`src/hdl/tsf_pkg.sv`:
```
// Shared types, constants and pattern lookups for the think tag stream filter.
// Used by tsf_step and think_tag_stream_filter; depends on nothing else.
package tsf_pkg;

  // ASCII codes used by the tag and marker patterns
  localparam logic [7:0] CH_LT    = 8'h3C;  // <
  localparam logic [7:0] CH_GT    = 8'h3E;  // >
  localparam logic [7:0] CH_SLASH = 8'h2F;  // /
  localparam logic [7:0] CH_LB    = 8'h5B;  // [
  localparam logic [7:0] CH_RB    = 8'h5D;  // ]
  localparam logic [7:0] CH_COLON = 8'h3A;  // :
  localparam logic [7:0] CH_T     = 8'h74;
  localparam logic [7:0] CH_H     = 8'h68;
  localparam logic [7:0] CH_I     = 8'h69;
  localparam logic [7:0] CH_N     = 8'h6E;
  localparam logic [7:0] CH_K     = 8'h6B;
  localparam logic [7:0] CH_UD    = 8'h44;  // D
  localparam logic [7:0] CH_UO    = 8'h4F;  // O
  localparam logic [7:0] CH_UN    = 8'h4E;  // N
  localparam logic [7:0] CH_UE    = 8'h45;  // E

  // Pattern lengths
  localparam int OPEN_LEN  = 7;
  localparam int CLOSE_LEN = 8;
  localparam int DONE_LEN  = 7;

  // Routing mode of the filter
  typedef enum logic [2:0] {
    M_NORMAL,
    M_TAG,
    M_THINK,
    M_THINKTAG,
    M_STEP
  } mode_t;

  // What one step of the compare unit does with the current byte
  typedef enum logic [1:0] {
    ACT_HOLD,   // keep byte in the hold area
    ACT_EMIT1,  // emit the head byte and drop it (pass or failed match)
    ACT_DROP,   // discard all held bytes including this one
    ACT_SPILL   // emit all held bytes including this one
  } act_t;

  typedef struct packed {
    act_t  act;
    mode_t mode_next;
    logic  think;
    logic  open_ok;
    logic  close_ok;
    logic  last_rb;
  } step_t;

  // "<think>"
  function automatic logic [7:0] open_at(input logic [2:0] i);
    logic [7:0] ch;
    unique case (i)
      3'd0:    ch = CH_LT;
      3'd1:    ch = CH_T;
      3'd2:    ch = CH_H;
      3'd3:    ch = CH_I;
      3'd4:    ch = CH_N;
      3'd5:    ch = CH_K;
      3'd6:    ch = CH_GT;
      default: ch = 8'h00;
    endcase
    return ch;
  endfunction

  // "</think>"
  function automatic logic [7:0] close_at(input logic [2:0] i);
    logic [7:0] ch;
    unique case (i)
      3'd0:    ch = CH_LT;
      3'd1:    ch = CH_SLASH;
      3'd2:    ch = CH_T;
      3'd3:    ch = CH_H;
      3'd4:    ch = CH_I;
      3'd5:    ch = CH_N;
      3'd6:    ch = CH_K;
      default: ch = CH_GT;
    endcase
    return ch;
  endfunction

  // "[[DONE:"
  function automatic logic [7:0] done_at(input logic [2:0] i);
    logic [7:0] ch;
    unique case (i)
      3'd0:    ch = CH_LB;
      3'd1:    ch = CH_LB;
      3'd2:    ch = CH_UD;
      3'd3:    ch = CH_UO;
      3'd4:    ch = CH_UN;
      3'd5:    ch = CH_UE;
      3'd6:    ch = CH_COLON;
      default: ch = 8'h00;
    endcase
    return ch;
  endfunction

endpackage

```
`src/hdl/tsf_if.sv`:
```
// Valid/ready channel interfaces for the think tag stream filter.
// Input channel carries command and text byte; output carries routed bytes.
interface tsf_in_if;
  logic       valid;
  logic       ready;
  logic       cmd;
  logic [7:0] in_byte;

  modport source (output valid, output cmd, output in_byte, input ready);
  modport sink (input valid, input cmd, input in_byte, output ready);
endinterface

interface tsf_out_if;
  logic       valid;
  logic       ready;
  logic [7:0] out_byte;
  logic       to_think;
  logic       last;

  modport source (output valid, output out_byte, output to_think, output last, input ready);
  modport sink (input valid, input out_byte, input to_think, input last, output ready);
endinterface

```
`src/hdl/tsf_step.sv`:
```
// Shared compare unit: decides what to do with one byte given mode and hold depth.
// Depends on tsf_pkg for modes, actions and pattern lookups.
module tsf_step #(
  parameter int MARK_MAX = 20,
  localparam int CW = $clog2(MARK_MAX + 2)
) (
  input  tsf_pkg::mode_t  mode,
  input  logic [7:0]      c,
  input  logic [CW-1:0]   h,
  input  logic            open_ok,
  input  logic            close_ok,
  input  logic            last_rb,
  output tsf_pkg::step_t  step
);
  import tsf_pkg::*;

  logic       lt_open;
  logic       lt_close;
  logic       lt_done;
  logic [2:0] h3;
  logic       o_match;
  logic       c_match;
  logic       rb;

  always_comb begin
    lt_open  = (h < CW'(OPEN_LEN));
    lt_close = (h < CW'(CLOSE_LEN));
    lt_done  = (h < CW'(DONE_LEN));
    h3       = h[2:0];
    o_match  = open_ok && lt_open && (c == open_at(h3));
    c_match  = lt_close && (c == close_at(h3));
    rb       = (c == CH_RB);

    // default: hold the byte and keep flags
    step.act       = ACT_HOLD;
    step.mode_next = mode;
    step.think     = 1'b0;
    step.open_ok   = open_ok;
    step.close_ok  = close_ok;
    step.last_rb   = last_rb;

    unique case (mode)
      M_NORMAL: begin
        if (c == CH_LT) begin
          step.mode_next = M_TAG;
          step.open_ok   = 1'b1;
          step.close_ok  = 1'b1;
        end else if (c == CH_LB) begin
          step.mode_next = M_STEP;
          step.last_rb   = 1'b0;
        end else begin
          step.act = ACT_EMIT1;
        end
      end
      M_THINK: begin
        if (c == CH_LT) begin
          step.mode_next = M_THINKTAG;
        end else begin
          step.act   = ACT_EMIT1;
          step.think = 1'b1;
        end
      end
      M_TAG: begin
        // open tag complete, stray close tag complete, both dead, or keep going
        priority if (h == CW'(OPEN_LEN - 1) && o_match) begin
          step.act       = ACT_DROP;
          step.mode_next = M_THINK;
        end else if (h == CW'(CLOSE_LEN - 1) && close_ok && c_match) begin
          step.act       = ACT_SPILL;
          step.mode_next = M_NORMAL;
        end else if (!o_match && !(close_ok && c_match)) begin
          step.act       = ACT_EMIT1;
          step.mode_next = M_NORMAL;
        end else begin
          step.open_ok  = o_match;
          step.close_ok = close_ok && c_match;
        end
      end
      M_THINKTAG: begin
        priority if (h == CW'(CLOSE_LEN - 1) && c_match) begin
          step.act       = ACT_DROP;
          step.mode_next = M_NORMAL;
        end else if (!c_match) begin
          step.act       = ACT_EMIT1;
          step.think     = 1'b1;
          step.mode_next = M_THINK;
        end else begin
          step.mode_next = M_THINKTAG;
        end
      end
      M_STEP: begin
        // closing brackets end the marker; too long or bad prefix fails it
        priority if (last_rb && rb) begin
          step.act       = ACT_DROP;
          step.mode_next = M_NORMAL;
        end else if (h >= CW'(MARK_MAX)) begin
          step.act       = ACT_EMIT1;
          step.mode_next = M_NORMAL;
        end else if (lt_done && (c != done_at(h3))) begin
          step.act       = ACT_EMIT1;
          step.mode_next = M_NORMAL;
        end else begin
          step.last_rb = rb;
        end
      end
      default: begin
        step.act       = ACT_EMIT1;
        step.mode_next = M_NORMAL;
      end
    endcase
  end

endmodule

```
`src/hdl/think_tag_stream_filter.sv`:
```
// Top level of the think tag stream filter: hold line, sequencer, output stage.
// Depends on tsf_pkg, tsf_if (tsf_in_if, tsf_out_if) and tsf_step.
//
//  channel  | dir | beat payload                    | notes
//  ---------+-----+---------------------------------+----------------------------
//  rx       | in  | cmd, in_byte                    | cmd 1 = flush end of stream
//  tx       | out | out_byte, to_think, last        | last marks an item's final beat
//  cfg      | in  | cfg_we, cfg_wdata (think_enable)| write only while idle
//
// A text byte is accepted and then passes through the shared compare unit.
// Each held byte replayed after a failed match takes another pass through it;
// each byte of a stray close tag spilled to main, and each held byte dropped
// while replayed bytes still wait behind it, is shifted out in the drain state.
// A flush drains its held bytes the same way, or discards them when dropped.
// A stalled tx pauses the sequencer only when it has a beat to emit, and holds
// rx off while a pending beat waits for the output register.
// Reset is synchronous; there is no clearing pass.
module think_tag_stream_filter #(
  parameter int MARK_MAX = 20
) (
  input  logic            clk,
  input  logic            rst,
  input  logic            cfg_we,
  input  logic            cfg_wdata,
  tsf_in_if.sink          rx,
  tsf_out_if.source       tx
);
  import tsf_pkg::*;

  localparam int D  = MARK_MAX + 1;
  localparam int IW = $clog2(D);
  localparam int CW = $clog2(D + 1);

  typedef enum logic [1:0] {
    S_IDLE,
    S_RUN,
    S_DRAIN
  } state_t;

  state_t        state;
  mode_t         mode;
  logic [CW-1:0] h;
  logic [CW-1:0] n;
  logic [CW-1:0] k;
  logic          open_ok;
  logic          close_ok;
  logic          last_rb;
  logic          drain_emit;
  logic          drain_think;
  logic          think_en;
  logic          pend_v;
  logic [7:0]    pend_byte;
  logic          pend_think;
  logic          o_valid;
  logic [7:0]    o_byte;
  logic          o_think;
  logic          o_last;
  logic [7:0]    hold_buf [D];

  logic [7:0]    c;
  logic [7:0]    head;
  logic [CW-1:0] hn;
  step_t         step;
  logic          out_free;
  logic          can_emit;
  logic          want_emit;
  logic          run_go;
  logic          drain_go;
  logic          emit_now;
  logic          emit_think;
  logic          shift_now;
  logic          flush_pend;
  logic          push_out;
  logic          accept;
  logic          in_think;

  tsf_step #(.MARK_MAX(MARK_MAX)) u_step (
    .mode     (mode),
    .c        (c),
    .h        (h),
    .open_ok  (open_ok),
    .close_ok (close_ok),
    .last_rb  (last_rb),
    .step     (step)
  );

  // Handshake and emit control
  always_comb begin
    c          = hold_buf[h[IW-1:0]];
    head       = hold_buf[0];
    hn         = h + CW'(1);
    in_think   = (mode == M_THINK) || (mode == M_THINKTAG);
    out_free   = !o_valid || tx.ready;
    can_emit   = !pend_v || out_free;
    want_emit  = (step.act == ACT_EMIT1) && !(step.think && !think_en);
    run_go     = !want_emit || can_emit;
    drain_go   = !drain_emit || can_emit;
    emit_now   = ((state == S_RUN) && want_emit && run_go) ||
                 ((state == S_DRAIN) && drain_emit && drain_go);
    emit_think = (state == S_RUN) ? step.think : drain_think;
    shift_now  = ((state == S_RUN) && run_go && (step.act == ACT_EMIT1)) ||
                 ((state == S_DRAIN) && drain_go);
    flush_pend = (state == S_IDLE) && pend_v && out_free;
    push_out   = (emit_now && pend_v) || flush_pend;
    rx.ready   = (state == S_IDLE) && (!pend_v || out_free);
    accept     = rx.valid && rx.ready;
  end

  assign tx.valid    = o_valid;
  assign tx.out_byte = o_byte;
  assign tx.to_think = o_think;
  assign tx.last     = o_last;

  // Hold line: append the new byte, advance by one on each emit or drop
  always_ff @(posedge clk) begin
    if (accept && !rx.cmd) begin
      hold_buf[n[IW-1:0]] <= rx.in_byte;
    end else if (shift_now) begin
      for (int i = 0; i < D - 1; i++) begin
        hold_buf[i] <= hold_buf[i + 1];
      end
    end
  end

  // Sequencer, emit stage and output register
  always_ff @(posedge clk) begin
    if (rst) begin
      state       <= S_IDLE;
      mode        <= M_NORMAL;
      h           <= '0;
      n           <= '0;
      k           <= '0;
      open_ok     <= 1'b0;
      close_ok    <= 1'b0;
      last_rb     <= 1'b0;
      drain_emit  <= 1'b0;
      drain_think <= 1'b0;
      think_en    <= 1'b0;
      pend_v      <= 1'b0;
      o_valid     <= 1'b0;
    end else begin
      if (cfg_we) begin
        think_en <= cfg_wdata;
      end

      // output register: take the pending beat, or clear once taken
      if (push_out) begin
        o_valid <= 1'b1;
        o_byte  <= pend_byte;
        o_think <= pend_think;
        o_last  <= flush_pend;
      end else if (tx.ready) begin
        o_valid <= 1'b0;
      end

      // pending beat: hold the newest emit until we know if it is the last
      if (emit_now) begin
        pend_v     <= 1'b1;
        pend_byte  <= head;
        pend_think <= emit_think;
      end else if (flush_pend) begin
        pend_v <= 1'b0;
      end

      unique case (state)
        S_IDLE: begin
          if (accept) begin
            if (!rx.cmd) begin
              n     <= n + CW'(1);
              state <= S_RUN;
            end else begin
              mode <= M_NORMAL;
              h    <= '0;
              if (h != '0) begin
                if (in_think && !think_en) begin
                  n <= '0;
                end else begin
                  k           <= h;
                  drain_emit  <= 1'b1;
                  drain_think <= in_think;
                  state       <= S_DRAIN;
                end
              end
            end
          end
        end
        S_RUN: begin
          if (run_go) begin
            mode <= step.mode_next;
            unique case (step.act)
              ACT_HOLD: begin
                h        <= hn;
                open_ok  <= step.open_ok;
                close_ok <= step.close_ok;
                last_rb  <= step.last_rb;
                if (hn == n) begin
                  state <= S_IDLE;
                end
              end
              ACT_EMIT1: begin
                h <= '0;
                n <= n - CW'(1);
                if (n == CW'(1)) begin
                  state <= S_IDLE;
                end
              end
              ACT_DROP: begin
                h <= '0;
                if (hn == n) begin
                  n     <= '0;
                  state <= S_IDLE;
                end else begin
                  k          <= hn;
                  drain_emit <= 1'b0;
                  state      <= S_DRAIN;
                end
              end
              ACT_SPILL: begin
                h           <= '0;
                k           <= hn;
                drain_emit  <= 1'b1;
                drain_think <= 1'b0;
                state       <= S_DRAIN;
              end
              default: begin
                state <= S_IDLE;
              end
            endcase
          end
        end
        S_DRAIN: begin
          if (drain_go) begin
            n <= n - CW'(1);
            k <= k - CW'(1);
            if (k == CW'(1)) begin
              state <= (n == CW'(1)) ? S_IDLE : S_RUN;
            end
          end
        end
        default: begin
          state <= S_IDLE;
        end
      endcase
    end
  end

  // Hold depth never passes the fill of the hold line, nor the line its depth
  a_fill_order: assert property (@(posedge clk) disable iff (rst)
    (h <= n) && (n <= CW'(D)))
    else $error("hold depth exceeds hold line fill");

  // Plain text and think modes hold nothing
  a_no_hold_plain: assert property (@(posedge clk) disable iff (rst)
    (mode == M_NORMAL || mode == M_THINK) |-> (h == '0))
    else $error("bytes held outside a tag or marker match");

  // An accepted text byte always goes to the compare unit next
  a_text_runs: assert property (@(posedge clk) disable iff (rst)
    (rx.valid && rx.ready && !rx.cmd) |=> (state == S_RUN))
    else $error("accepted text byte not processed");

endmodule
```
`src/flat_wrapper.sv`:
```
// flat-port wrapper written by rule: the top's interface ports become plain ports
module think_tag_stream_filter_flat import tsf_pkg::*;
#(
  parameter int MARK_MAX = 20
)
  (clk, rst, cfg_we, cfg_wdata, rx_valid, rx_cmd, rx_in_byte, rx_ready, tx_valid, tx_out_byte, tx_to_think, tx_last, tx_ready);
  tsf_in_if rx_i ();
  tsf_out_if tx_i ();
  input  logic clk;
  input  logic rst;
  input  logic cfg_we;
  input  logic cfg_wdata;
  input wire logic [$bits(rx_i.valid)-1:0] rx_valid;
  input wire logic [$bits(rx_i.cmd)-1:0] rx_cmd;
  input wire logic [$bits(rx_i.in_byte)-1:0] rx_in_byte;
  output wire logic [$bits(rx_i.ready)-1:0] rx_ready;
  output wire logic [$bits(tx_i.valid)-1:0] tx_valid;
  output wire logic [$bits(tx_i.out_byte)-1:0] tx_out_byte;
  output wire logic [$bits(tx_i.to_think)-1:0] tx_to_think;
  output wire logic [$bits(tx_i.last)-1:0] tx_last;
  input wire logic [$bits(tx_i.ready)-1:0] tx_ready;
  assign rx_i.valid = rx_valid;
  assign rx_i.cmd = rx_cmd;
  assign rx_i.in_byte = rx_in_byte;
  assign rx_ready = rx_i.ready;
  assign tx_valid = tx_i.valid;
  assign tx_out_byte = tx_i.out_byte;
  assign tx_to_think = tx_i.to_think;
  assign tx_last = tx_i.last;
  assign tx_i.ready = tx_ready;
  think_tag_stream_filter #(.MARK_MAX(MARK_MAX)) u_core (.clk(clk), .rst(rst), .cfg_we(cfg_we), .cfg_wdata(cfg_wdata), .rx(rx_i), .tx(tx_i));
endmodule
```
`config.mk`:
```
export PLATFORM = sky130hd
export DESIGN_NAME = think_tag_stream_filter_flat
export DESIGN_NICKNAME = d
export VERILOG_FILES = /design/src/hdl/tsf_pkg.sv /design/src/hdl/tsf_if.sv /design/src/hdl/tsf_step.sv /design/src/hdl/think_tag_stream_filter.sv /design/src/flat_wrapper.sv
export SDC_FILE = /design/constraint.sdc
export NUM_CORES = 1
export LEC_CHECK = 0
export ABC_CLOCK_PERIOD_IN_PS = 9100
export BUFFER_PORTS_ARGS = -buffer_cell sky130_fd_sc_hd__buf_2
export CAP_MARGIN = 30
export CORE_MARGIN = 2
export CORE_UTILIZATION = 25
export CTS_CLUSTER_DIAMETER = 60
export DETAILED_ROUTE_END_ITERATION = 8
export SLEW_MARGIN = 0
export SYNTH_ARGS = -nofsm -noshare
export SYNTH_HDL_FRONTEND = slang
export SYNTH_SLANG_ARGS = --single-unit
export TNS_END_PERCENT = 100
```
`constraint.sdc`:
```
create_clock -name clk -period 9.1 [get_ports clk]
set_input_delay 1.365 -clock clk [delete_from_list [all_inputs] [get_ports clk]]
set_output_delay 1.365 -clock clk [all_outputs]
set_load 0.01 [all_outputs]
```
# --- Word level (Yosys, flattened, before mapping) ---
# Memory sizes are Yosys's and may differ from the RTL's. A register that Yosys moved wholly into a read port is not among the register bits.
# Cells that the tools add are included.
totals:
  out_inout_bits: 12
  mem_count: 1
  ff_bits: 39
  in_bits: 15
  ramBits: 168
op_classes:
  n_bitwise: 1
  n_addsub: 4
  n_eq_ne: 56
  order_cmp: 3
  n_mux: 107
  reduce_logical: 69
memory_table:
  columns: ["name", "depth", "width", "read_ports", "rd_clocked_by_memory_dff", "wr", "line_no", "source"]
  rows:
  - ["u_core.hold_buf", 21, 8, 22, 2, 20, "think_tag_stream_filter.sv:58", "logic [7:0] hold_buf [D];"]
op_table:
  columns: ["operator", "n"]
  rows:
  - ["5-bit 2-to-1 mux", 24]
  - ["7-bit case mux with 7 select lines", 2]
  - ["7-bit case mux with 6 select lines", 1]
  - ["5-bit case mux with 2 select lines", 4]
  - ["8-bit AND reduction", 5]
  - ["1-bit 2-to-1 mux", 37]
  - ["8-bit 2-to-1 mux", 4]
  - ["5-bit case mux with 3 select lines", 2]
  - ["2-bit 2-to-1 mux", 14]
  - ["2-bit inequality test (second input constant)", 14]
  - ["1-bit logical AND", 27]
  - ["3-bit inequality test (second input constant)", 9]
  - ["5-bit case mux with 5 select lines", 1]
  - ["3-bit 2-to-1 mux", 6]
  - ["9-bit AND reduction", 2]
  - ["8-bit by 7-bit equality test with 1-bit output (second input constant)", 2]
  - ["8-bit equality test", 2]
  - ["3-bit by 2-bit equality test with 1-bit output (second input constant)", 4]
  - ["3-bit equality test (second input constant)", 4]
  - ["4-bit 2-to-1 mux", 3]
  - ["5-bit by 1-bit adder with 5-bit output (second input constant)", 2]
  - ["5-bit by 1-bit equality test with 1-bit output (second input constant)", 2]
  - ["5-bit by 3-bit equality test with 1-bit output (second input constant)", 2]
  - ["5-bit inequality test (second input constant)", 2]
  - ["32 further kinds", 65]

# --- Logic depth before layout (Yosys ltp) ---
depth:
  ltp_word: 24
  mapped_depth: 18

# --- By module ---
# Synthesis repeated with hierarchy kept, for this count alone.
hier_totals:
  hier_cells: 1072
  hier_area_um2: 15168.3
modules_own_cells:
  columns: ["mod", "instances", "area_each_um2", "cells_each"]
  rows:
  - ["think_tag_stream_filter", 1, 14046.0, 911]
  - ["tsf_step", 1, 1122.3, 161]

# --- Worst setup path after synthesis ---
# OpenSTA, ideal clock, no wires.
synth_path:
  path_type: "reg2reg"
  from: "register with a tool-made name"
  to: "register u_core.o_last, in the netlist u_core.tx.last (enable)"
  setup_time_ns: 0.393
  path_stages_with_launch: 16
  path_slack_ns: 4.287
  t_arrival_ns: 4.420
  path_cell_list: "dfxtp_1 > buf_4 > buf_2 > mux4_2 > mux2_2 > o22a_1 > and2_1 > xor2_1 > or4_1 > nor3_1 > o211a_1 > or2_1 > buf_6 > a32o_1 > nand2_1 > a211oi_1"
synth_rtl:
  columns: ["element", "line_no", "source"]
  rows:
  - ["end signal: assignment", "think_tag_stream_filter.sv:151", "o_last <= flush_pend;"]
  - ["end: declaration", "think_tag_stream_filter.sv:57", "logic o_last;"]

==> summary.md <==
| Metric | Value |
|---|---|
| WS Path Type | `flop to flop` |
| Vias | `9919` |
| Clock power frac | `29.9%` |
| Mapped Area | `15300 um2` |
| Pwr/cell area | `260 nW/um2` |
| Final setup fails | `0` |
| Setup TNS | `0 ps` |
| Post-route ant nets | `0` |
| Yosys reg bits | `308` |
| Max Cap Violations | `0` |
| RSZ-0062 raised after global routing | `no` |
| Num CTS Buffers | `34` |
| Top_reg_cell synth | `edfxtp_1` |
| I/O pin count | `27` |
| I/O Buffers | `26` |
| Crit-path max FO | `112` |
| First-pass GRT wire length | `60.0 mm` |
| Routed len/inst | `19.9 um` |
| Ys Warns | `0` |
| Post-synthesis sequential area ratio | `58.2%` |
| Hold path cells | `0` |
| Switching power | `1400 uW` |
| Logic pwr share | `23.9%` |
| Maximum buffer depth of the clock tree | `3` |
| Hold Path Class | `flop to flop` |
| Fin crit share | `67.8%` |
| Clock Skews | `23.4 ps` |
| Initial Util | `25.3%` |
| Hold Buf Count CTS | `0` |
| TritonCTS clock tree | `built` |
| 1st-iter DRT viols | `1192` |
| Leakage | `0.00615 uW` |
| Netlist cell types | `71` |
| Root Driver | `clkbuf_16` |
| Sw Share | `31.3%` |
| Fin nets | `1188` |
| Final hold vios | `0` |
| Post-CTS Setup Bufs | `0` |
| Startpoint Class | `flop` |
| Worst-path cell chain | `buf_12 > mux4_2 > mux4_2 > mux2i_1 > xor2_1 > or4_1 > nor3_1 > o211a_1 > o2111ai_1 > a21oi_4 > buf_12 > buf_4 > a21o_1` |
| Seq pwr share | `46.2%` |
| Initial antenna violation count | `0` |
| Syn_area_per_cell | `13.2 um2` |
| Largest stage delay on the critical path | `710 ps` |
| Total die area | `63300 um2` |
| Row cnt | `90` |
| Worst Tran Pin Value | `1020 ps` |
| Min-delay src | `u_core.pend_byte[2]` |
| Reg2reg end | `u_core.hold_buf[3][6]` |
| Hpwl dp | `27.3 mm` |
| Max Fclk | `0.162 GHz` |
| Vias/cell | `5.05` |
| Resized cells post-CTS | `0` |
| Slew margin rel. | `31.6%` |
| Element type at the critical path end | `flop` |
| CTS clk-pin slew, worst paths | `60 ps` |
| Area grow syn2layout | `12.6%` |
| GRT overflow | `0` |
| Global-route usage over all layers | `12.1%` |
| Vias in the first global route | `9730` |
| Post-synth EDFFs | `275` |
| Register-to-Register Path Depth | `13` |
| Internal Power | `3090 uW` |
| Htree depth | `2` |
| CP max-delay cell | `a21oi_4` |
| Antenna fix cells | `0` |
| Minimum clock period | `6170 ps` |
| Worst hold margin | `420 ps` |
| Routability Congestion | `0.852` |
| Layout cells sized above 1 | `13.6%` |
| Data arrival, critical path | `6560 ps` |
| DRC | `0` |
| Largest net degree at the start of global routing | `113` |
| Die Height | `252 um` |
| DRT Pass-1 Iters | `5` |
| Hold Path Sink | `u_core.tx.out_byte[2]` |
| # clock sinks | `308` |
| Slew Limit Fails | `0` |
| R2R setup slack | `2930 ps` |
| Clock latency on the worst-skew pair | `540 ps` |
| CORE AREA | `60500 um2` |
| Die width | `252 um` |
| VDD IR max | `0.167 mV` |
| DRT Wirelength | `39.0 mm` |
| Worst endpoint required time | `9500 ps` |
| Status | `completed` |
| Synth Instances | `1162` |
| Syn_nets | `1194` |
| Post-synth ARST share | `0%` |
kinds of logic (layout without fill, tap and decap cells):
group           Yosys count  in the layout  synth area share, %
xor+xnor                 26             26                 1.49
flops                   308            308                 58.2
mux                     118            118                 11.0
fa+ha+maj                17             17                 1.39
simple gates            243            243                 8.43
buf+inv                 106            125                 3.47
compound gates          344            344                 16.0
final cells by class:
type	instances	area, um2
sequential	308	8920
tap	782	978
inverter	21	78.8
fill	6033	43200
multi-input combinational	748	5890
timing repair buffer	43	295
clock inverter	17	180
clock buffer	44	908
cell usage in the layout, fill, tap and decap left out, types with 21 or more instances in the layout:
cell,synthesis,final
dfxtp_1,33,31
inv_1,21,21
edfxtp_1,275,275
mux4_2,38,38
o21ai_0,22,22
clkbuf_16,0,34
a21oi_1,48,48
a21o_1,176,176
nand2_1,55,55
mux2i_1,70,70
buf_2,16,26
nor2_1,56,55
a22oi_1,35,35
metal layers:
layer / routed length, um / vias up / track usage, %
li1: - / 4492 / -
met1: 18300 / 5032 / 17.3
met2: 18100 / 339 / 19.4
met3: 2020 / 56 / 1.80
met4: 667 / 0 / 2.64
met5: 0 / - / 0
Yosys cell counts, types with 16 or more instances:
cell      instances  share of area [%]
ha_1             17                1.4
edfxtp_1        275                 54
nor2b_1          20               0.82
clkbuf_1         51                1.2
a22oi_1          35                1.7
mux4_2           38                5.6
inv_1            21               0.51
dfxtp_1          33                4.3
a21o_1          176                8.6
nor2_1           56                1.4
nand2_1          55                1.3
nor3_1           16               0.52
o21ai_0          22               0.72
mux2i_1          70                4.6
a21oi_1          48                1.6
nand3_1          17               0.56
buf_2            16               0.52
power by group through the flow:
| stage | Sequential (uW) | Combinational (uW) | Clock (uW) |
|---|---|---|---|
| after CTS | 2070 | 1070 | 1370 |
| after floorplan | 2020 | 796 | 0 |
| after global placement | 2100 | 1040 | 0 |
| after global routing | 2100 | 1170 | 1420 |
| after detailed placement | 2100 | 1070 | 0 |
| final | 2080 | 1080 | 1340 |
critical path: cells and delay by family (launching register included):
| family | cells | cell delay, ps |
|---|---|---|
| AO/OA/AOI/OAI | 4 | 1360 |
| XOR/XNOR | 1 | 190 |
| buffers and inverters | 3 | 1300 |
| flip-flops | 1 | 680 |
| multiplexers | 3 | 1600 |
| AND/OR/NAND/NOR | 2 | 790 |
how the worst max path moves through the flow:
stage,start,endpoint,cells past startpoint
final,flop,u_core.hold_buf[3][6],13
after global routing,flop,u_core.hold_buf[14][2],13
after CTS,flop,u_core.hold_buf[3][6],13
after detailed placement,flop,u_core.hold_buf[10][2],13
after global placement,flop,u_core.hold_buf[1][6],13
after floorplan,flop,u_core.tx.last,15
registers in the layout, summed over array words and instances, names as in the netlist, 2 cells and up, named ones only:
name,flops
u_core.state,2
u_core.pend_byte,8
u_core.mode,3
u_core.k,5
u_core.hold_buf,256
u_core.n,5
u_core.h,5
u_core.tx.out_byte,8
stage by stage:
step,std cells,cell area (um2),utilization [%],power (uW),setup slack (ps)
2_1_floorplan,1162,15300,-,2820,4290
3_3_place_gp,1900,16100,26.7,3140,2730
3_5_place_dp,1902,16200,26.7,3170,3020
4_1_cts,1963,17300,28.5,4510,3010
5_1_grt,1963,17300,28.5,4690,2600
6_report,1963,17300,28.5,4490,2930
No activity file was read; power rests on OpenSTA's default activity.
